--- config.mk ---
export PLATFORM = sky130hd
export DESIGN_NAME = csv_field_tokenizer_unit
export DESIGN_NICKNAME = d
export VERILOG_FILES = /design/src/rtl/csvft_pkg.sv /design/src/rtl/csvft_cfg_regs.sv /design/src/rtl/csvft_step.sv /design/src/rtl/csv_field_tokenizer_unit.sv
export SDC_FILE = /design/constraint.sdc
export NUM_CORES = 1
export LEC_CHECK = 0
export ABC_CLOCK_PERIOD_IN_PS = 5710
export CORE_ASPECT_RATIO = 1.75
export CORE_MARGIN = 3
export CORE_UTILIZATION = 40
export CTS_BUF_LIST = sky130_fd_sc_hd__clkbuf_4 sky130_fd_sc_hd__clkbuf_8
export DETAILED_ROUTE_END_ITERATION = 12
export DONT_BUFFER_PORTS = 1
export PLACE_DENSITY = 0.51
export SLEW_MARGIN = 10
export SYNTH_ARGS = -nofsm -noshare
export SYNTH_HDL_FRONTEND = slang
export SYNTH_SLANG_ARGS = --single-unit
--- constraint.sdc ---
create_clock -name clk -period 5.71 [get_ports clk]
set_input_delay 0.8565 -clock clk [delete_from_list [all_inputs] [get_ports clk]]
set_output_delay 0.8565 -clock clk [all_outputs]
set_load 0.02 [all_outputs]
--- src/rtl/csvft_pkg.sv ---
package csvft_pkg;

	// parse phases
	localparam logic [2:0] PH_IDLE       = 3'd0;
	localparam logic [2:0] PH_FIELD      = 3'd1;
	localparam logic [2:0] PH_FIELD_ESC  = 3'd2;
	localparam logic [2:0] PH_QUOTED     = 3'd3;
	localparam logic [2:0] PH_QUOTED_ESC = 3'd4;
	localparam logic [2:0] PH_QUOTE_SEEN = 3'd5;

	// token kinds
	localparam logic [1:0] KIND_DATA      = 2'd0;
	localparam logic [1:0] KIND_FIELD_END = 2'd1;
	localparam logic [1:0] KIND_REC_END   = 2'd2;
	localparam logic [1:0] KIND_ERROR     = 2'd3;

	localparam logic [7:0] NEWLINE_BYTE = 8'd10;

	// register map
	localparam int ADDR_W = 4;
	localparam logic [1:0] REG_DELIMITER = 2'd0;
	localparam logic [1:0] REG_QUOTE     = 2'd1;
	localparam logic [1:0] REG_ESCAPE    = 2'd2;

	localparam logic [7:0] DELIMITER_RST = 8'd44;
	localparam logic [7:0] QUOTE_RST     = 8'd34;
	localparam logic [7:0] ESCAPE_RST    = 8'd0;

	typedef struct packed {
		logic [7:0] delim;
		logic [7:0] quote;
		logic [7:0] esc;
	} cfg_t;

	typedef struct packed {
		logic       vld;
		logic [1:0] kind;
		logic [7:0] data;
	} token_t;

endpackage

--- src/rtl/csvft_cfg_regs.sv ---
module csvft_cfg_regs (
	input  logic                         clk,
	input  logic                         arst_n,
	input  logic                         psel,
	input  logic                         penable,
	input  logic                         pwrite,
	input  logic [csvft_pkg::ADDR_W-1:0] paddr,
	input  logic [31:0]                  pwdata,
	output logic [31:0]                  prdata,
	output logic                         pready,
	output csvft_pkg::cfg_t              cfg
);

	logic [7:0] delim_q;
	logic [7:0] quote_q;
	logic [7:0] esc_q;
	logic       wr_en;
	logic [1:0] reg_idx;

	assign pready  = 1'b1;
	assign wr_en   = psel && penable && pwrite;
	assign reg_idx = paddr[csvft_pkg::ADDR_W-1:2];

	always_ff @(posedge clk or negedge arst_n) begin
		if (!arst_n) begin
			delim_q <= csvft_pkg::DELIMITER_RST;
			quote_q <= csvft_pkg::QUOTE_RST;
			esc_q   <= csvft_pkg::ESCAPE_RST;
		end else if (wr_en) begin
			case (reg_idx)
				csvft_pkg::REG_DELIMITER: delim_q <= pwdata[7:0];
				csvft_pkg::REG_QUOTE:     quote_q <= pwdata[7:0];
				csvft_pkg::REG_ESCAPE:    esc_q   <= pwdata[7:0];
				default: ;
			endcase
		end
	end

	always_comb begin
		case (reg_idx)
			csvft_pkg::REG_DELIMITER: prdata = {24'd0, delim_q};
			csvft_pkg::REG_QUOTE:     prdata = {24'd0, quote_q};
			csvft_pkg::REG_ESCAPE:    prdata = {24'd0, esc_q};
			default:                  prdata = 32'd0;
		endcase
	end

	assign cfg = '{delim: delim_q, quote: quote_q, esc: esc_q};

endmodule

--- src/rtl/csvft_step.sv ---
module csvft_step (
	input  logic              [2:0] phase,
	input  logic              [7:0] in_byte,
	input  logic                    end_of_input,
	input  csvft_pkg::cfg_t         cfg,
	output logic              [2:0] phase_nxt,
	output csvft_pkg::token_t       token
);

	logic       f_eoi;
	logic [2:0] f_phase;
	logic       f_vld;
	logic [1:0] f_kind;
	logic [7:0] f_data;

	// field context: quote, delimiter, newline or end, escape, data
	always_comb begin
		f_eoi = end_of_input && (phase != csvft_pkg::PH_IDLE);
		if (!f_eoi && in_byte == cfg.quote) begin
			f_phase = csvft_pkg::PH_QUOTED;
			f_vld   = 1'b0;
			f_kind  = csvft_pkg::KIND_DATA;
			f_data  = 8'd0;
		end else if (!f_eoi && in_byte == cfg.delim) begin
			f_phase = csvft_pkg::PH_FIELD;
			f_vld   = 1'b1;
			f_kind  = csvft_pkg::KIND_FIELD_END;
			f_data  = 8'd0;
		end else if (f_eoi || in_byte == csvft_pkg::NEWLINE_BYTE) begin
			f_phase = csvft_pkg::PH_IDLE;
			f_vld   = 1'b1;
			f_kind  = csvft_pkg::KIND_REC_END;
			f_data  = 8'd0;
		end else if (in_byte == cfg.esc) begin
			f_phase = csvft_pkg::PH_FIELD_ESC;
			f_vld   = 1'b0;
			f_kind  = csvft_pkg::KIND_DATA;
			f_data  = 8'd0;
		end else begin
			f_phase = csvft_pkg::PH_FIELD;
			f_vld   = 1'b1;
			f_kind  = csvft_pkg::KIND_DATA;
			f_data  = in_byte;
		end
	end

	always_comb begin
		phase_nxt = f_phase;
		token     = '{vld: f_vld, kind: f_kind, data: f_data};
		case (phase)
			csvft_pkg::PH_FIELD: ;
			csvft_pkg::PH_FIELD_ESC, csvft_pkg::PH_QUOTED_ESC: begin
				if (end_of_input) begin
					phase_nxt = csvft_pkg::PH_IDLE;
					token     = '{vld: 1'b1, kind: csvft_pkg::KIND_ERROR, data: 8'd0};
				end else begin
					phase_nxt = (phase == csvft_pkg::PH_FIELD_ESC) ?
						csvft_pkg::PH_FIELD : csvft_pkg::PH_QUOTED;
					token     = '{vld: 1'b1, kind: csvft_pkg::KIND_DATA, data: in_byte};
				end
			end
			csvft_pkg::PH_QUOTED: begin
				if (end_of_input) begin
					phase_nxt = csvft_pkg::PH_IDLE;
					token     = '{vld: 1'b1, kind: csvft_pkg::KIND_ERROR, data: 8'd0};
				end else if (in_byte == cfg.quote) begin
					phase_nxt = csvft_pkg::PH_QUOTE_SEEN;
					token     = '{vld: 1'b0, kind: csvft_pkg::KIND_DATA, data: 8'd0};
				end else if (in_byte == cfg.esc) begin
					phase_nxt = csvft_pkg::PH_QUOTED_ESC;
					token     = '{vld: 1'b0, kind: csvft_pkg::KIND_DATA, data: 8'd0};
				end else begin
					phase_nxt = csvft_pkg::PH_QUOTED;
					token     = '{vld: 1'b1, kind: csvft_pkg::KIND_DATA, data: in_byte};
				end
			end
			csvft_pkg::PH_QUOTE_SEEN: begin
				// doubled quote gives a literal quote, anything else closes the section
				if (!end_of_input && in_byte == cfg.quote) begin
					phase_nxt = csvft_pkg::PH_QUOTED;
					token     = '{vld: 1'b1, kind: csvft_pkg::KIND_DATA, data: in_byte};
				end
			end
			default: begin
				// idle and unused codes: end mark gives nothing
				if (end_of_input) begin
					phase_nxt = csvft_pkg::PH_IDLE;
					token     = '{vld: 1'b0, kind: csvft_pkg::KIND_DATA, data: 8'd0};
				end
			end
		endcase
	end

endmodule

--- src/rtl/csv_field_tokenizer_unit.sv ---
// An accepted item waits in the input register; its token, if any, then goes to the result register.
// Throughput: one item per cycle while out_stall is low; the phase register closes its
// loop through a single step of compares, so back-to-back items never wait on each other.
// Reset (arst_n low, asynchronous): phase goes idle, both valid flags clear,
// the delimiter, quote and escape registers return to comma, double quote and NUL.
module csv_field_tokenizer_unit (
	input  logic                         clk,
	input  logic                         arst_n,
	// byte stream in
	input  logic                         in_valid,
	output logic                         in_stall,
	input  logic [7:0]                   in_byte,
	input  logic                         end_of_input,
	// tokens out
	output logic                         out_valid,
	input  logic                         out_stall,
	output logic [1:0]                   token_kind,
	output logic [7:0]                   out_byte,
	// configuration
	input  logic                         psel,
	input  logic                         penable,
	input  logic                         pwrite,
	input  logic [csvft_pkg::ADDR_W-1:0] paddr,
	input  logic [31:0]                  pwdata,
	output logic [31:0]                  prdata,
	output logic                         pready
);

	csvft_pkg::cfg_t   cfg;
	csvft_pkg::token_t token;

	logic       valid_s1;
	logic [7:0] byte_s1;
	logic       eoi_s1;

	logic [2:0] phase_q;
	logic [2:0] phase_nxt;

	logic       out_valid_q;
	logic [1:0] kind_q;
	logic [7:0] data_q;

	logic       out_adv;
	logic       step_go;
	logic       in_take;

	csvft_cfg_regs u_cfg (
		.clk     (clk),
		.arst_n  (arst_n),
		.psel    (psel),
		.penable (penable),
		.pwrite  (pwrite),
		.paddr   (paddr),
		.pwdata  (pwdata),
		.prdata  (prdata),
		.pready  (pready),
		.cfg     (cfg)
	);

	// The output register is free when empty or when its token leaves this cycle.
	assign out_adv = !out_valid_q || !out_stall;
	// The item in the input register is processed whenever the output can take it;
	// an item that makes no token simply drops out of the pipe.
	assign step_go  = valid_s1 && out_adv;
	// Hold the input side only while a loaded input register cannot move on.
	assign in_stall = valid_s1 && !out_adv;
	assign in_take  = in_valid && !in_stall;

	csvft_step u_step (
		.phase        (phase_q),
		.in_byte      (byte_s1),
		.end_of_input (eoi_s1),
		.cfg          (cfg),
		.phase_nxt    (phase_nxt),
		.token        (token)
	);

	// input register
	always_ff @(posedge clk or negedge arst_n) begin
		if (!arst_n) begin
			valid_s1 <= 1'b0;
		end else if (!in_stall) begin
			valid_s1 <= in_valid;
		end
	end

	always_ff @(posedge clk) begin
		if (in_take) begin
			byte_s1 <= in_byte;
			eoi_s1  <= end_of_input;
		end
	end

	// phase advances once per processed item
	always_ff @(posedge clk or negedge arst_n) begin
		if (!arst_n) begin
			phase_q <= csvft_pkg::PH_IDLE;
		end else if (step_go) begin
			phase_q <= phase_nxt;
		end
	end

	// result register
	always_ff @(posedge clk or negedge arst_n) begin
		if (!arst_n) begin
			out_valid_q <= 1'b0;
		end else if (out_adv) begin
			out_valid_q <= step_go && token.vld;
		end
	end

	always_ff @(posedge clk) begin
		if (step_go && token.vld) begin
			kind_q <= token.kind;
			data_q <= token.data;
		end
	end

	assign out_valid  = out_valid_q;
	assign token_kind = kind_q;
	assign out_byte   = data_q;

endmodule

==> summary.txt <==
Global routing
  – Grt ovf: 0
  – First-pass GRT wire length: 9390 um
  – GRT Util Overall: 16.5%
  – Vias in the first global route: 1802
  – Initial antenna violation count: 0
  – Largest net degree at the start of global routing: 30

Cells and area
  – Most frequent cells in the layout: 25 x conb_1, 24 x mux2_2, 24 x dfrtp_1
  – Ant. Diodes: 0
  – Area growth syn-to-layout: 1.92%
  – Commonest non-fill, non-tap cell in the layout: conb_1
  – Final net count: 294
  – Share of cells above drive strength 1: 19.3%

CTS
  – Post-CTS Resized: 0
  – Hold_buf cts: 0
  – TritonCTS buffer count: 5
  – Root Driver: clkbuf_8
  – Clock Latency Late Sink: 0.31 ns
  – CTS tree: yes
  – # clock sinks: 48
  – Longest Clk Path Bufs: 2
  – Htree depth: 2
  – Worst-path clk slew: 0.09 ns
  – Setup bufs post-CTS: 0

Setup path
  – Crit start category: register
  – Peak fanout along the critical path: 12
  – Crit end category: register
  – RR Startpoint: byte_s1[1]
  – Critical path launch point: byte_s1[1]
  – WS Path Type: register to register
  – CP arrival: 2.82 ns
  – WP data required: 5.65 ns

Synthesis
  – Syn. warnings: 0
  – Yosys cell types: 47
  – Number of synthesized flops with an enable pin: 19
  – Synth Cell Area: 2730 um^2
  – #FFs+latches synth: 48
  – Mapped Cells: 244
  – Top FF cell, synth: dfrtp_1
  – Syn Area/Cell: 11.2 um^2
  – Post-synthesis sequential area ratio: 47.7%
  – Ys async rst share: 60.4%

Timing
  – Endpoints failing hold: 0
  – Max_slew headroom: 36.2%
  – Clk_skew: 0.0111 ns
  – Peak Freq: 0.347 GHz
  – Tmin final: 2.88 ns
  – Worst slew pin tran: 0.958 ns
  – Final slew viol count: 0
  – Crit share post-route: 50.5%
  – RSZ-0062 raised after global routing: no
  – Final setup vio count: 0
  – Fin Setup TNS: 0 ns

Floorplanning
  – Number of I/O pins: 97
  – Initial Util: 41.5%
  – Die ar.: 7900 um^2
  – Die width: 68.5 um
  – Row Count: 39
  – Core area: 6590 um^2
  – Die Y: 115 um

Detailed routing
  – Antenna Violating Nets Remaining: 0
  – DRT iter0 DRCs: 145
  – Drt wl/cell: 18.0 um
  – Via count: 1734
  – Drt pass-1 iters: 4
  – Vias/cell: 5.34
  – Post-Route WL: 5860 um
  – DRC Markers: 0

Power
  – Leak pwr: 1.09 nW
  – Cell Pwr Density: 367 nW/um^2
  – Pwr Total: 0.00102 W
  – Worst VDD drop: 0.000149 V

Flow run
  – Maxcap violations: 0

Worst hold path
  – Hold Path Class: input port to async pin

Outcome
  – Run status: complete, no violations

Placed design
  – Routability Congestion: 0.905
  – Buffers on Ports: 0
  – HPWL Detailed: 4620 um
[power by group]
group          internal [W]  total, W  switching (W)
combinational      0.000116  0.000267       0.000151
clock             0.0000851  0.000201       0.000116
sequential         0.000454  0.000555       0.000101
total              0.000655   0.00102       0.000367
[layer usage]
metal,global-route usage (%),wire [um],up-vias
met1,16.6,1930,855
met2,30.2,3460,49
met4,8.23,184,0
li1,-,-,818
met3,4.01,288,12
met5,0,0,-
[area by class of cell]
type | instances | area (um^2)
clock buffers | 5 | 68.8
clock inverters | 3 | 18.8
fillers | 675 | 3800
inverters | 4 | 15.0
multi-input cells | 183 | 1280
flip-flops and latches | 48 | 1300
well taps | 82 | 103
[cells in the mapped netlist (all sizes together) (2+ instances only)]
| master | number | area, um^2 |
|---|---|---|
| edfxtp | 19 | 571 |
| clkbuf | 3 | 11.3 |
| nand2 | 17 | 63.8 |
| nand3 | 4 | 20.0 |
| a21oi | 6 | 33.8 |
| nor2 | 13 | 51.3 |
| inv | 4 | 15.0 |
| xor2 | 8 | 70.1 |
| nor4 | 3 | 31.3 |
| a22oi | 4 | 30.0 |
| and2 | 3 | 18.8 |
| and3 | 2 | 13.8 |
| xnor2 | 16 | 140 |
| conb | 2 | 7.51 |
| a21o | 3 | 22.5 |
| a32oi | 2 | 17.5 |
| buf | 29 | 213 |
| nor3b | 9 | 72.6 |
| dfstp | 5 | 131 |
| nand2b | 3 | 21.3 |
| nor3 | 5 | 30.0 |
| nand4 | 4 | 25.0 |
| mux2i | 8 | 80.1 |
| mux2 | 24 | 270 |
| o21ai | 13 | 65.1 |
| dfrtp | 24 | 601 |
[critical path: stages (launching register included)]
cell,delay (ns)
edfxtp_1,0.52
xnor2_1,0.21
nand4_1,0.17
nor2_2,0.44
a21oi_1,0.17
o21a_1,0.23
a21oi_1,0.76
[cells by family after synthesis]
kind of cell / count (synthesis) / share of synthesized area, %
compound gates: 37 / 9.39
xor+xnor: 24 / 7.69
buf+inv: 36 / 8.75
flops: 48 / 47.7
mux: 32 / 12.8
other cells: 2 / 0.275
simple gates: 65 / 13.4
[flip-flops by register name, indices dropped and copies added, names as in the netlist]
register       count
u_cfg.quote_q      8
u_cfg.esc_q        8
valid_s1           1
phase_q            3
token_kind         2
byte_s1            8
out_byte           8
out_valid          1
u_cfg.delim_q      8
eoi_s1             1
[worst paths after layout]
kind | slack, ns | cells after the start | endpoint
setup / recovery | 2.83 | 6 | out_byte[0]
hold / removal | 0.23 | 0 | u_cfg.delim_q[7]
setup reg to reg | 2.83 | 6 | out_byte[0]
hold reg to reg | 0.56 | 1 | u_cfg.delim_q[6]
max in group asynchronous | 5.30 | 0 | u_cfg.quote_q[5]
min in group clk | 0.56 | 1 | u_cfg.delim_q[6]
[per-stage QoR]
stage          hold WS (ns)  utilization, %  setup slack (ns)  cells  cell area, um^2
2_1_floorplan         0.523               -              3.19    267             2820
3_3_place_gp          0.540            40.9              2.73    317             2700
3_5_place_dp          0.543            40.9              2.75    317             2700
4_1_cts               0.220            42.3              2.73    325             2790
5_1_grt               0.211            42.3              2.53    325             2790
6_report              0.231            42.3              2.83    325             2790
(Power assumes the default switching activity.)
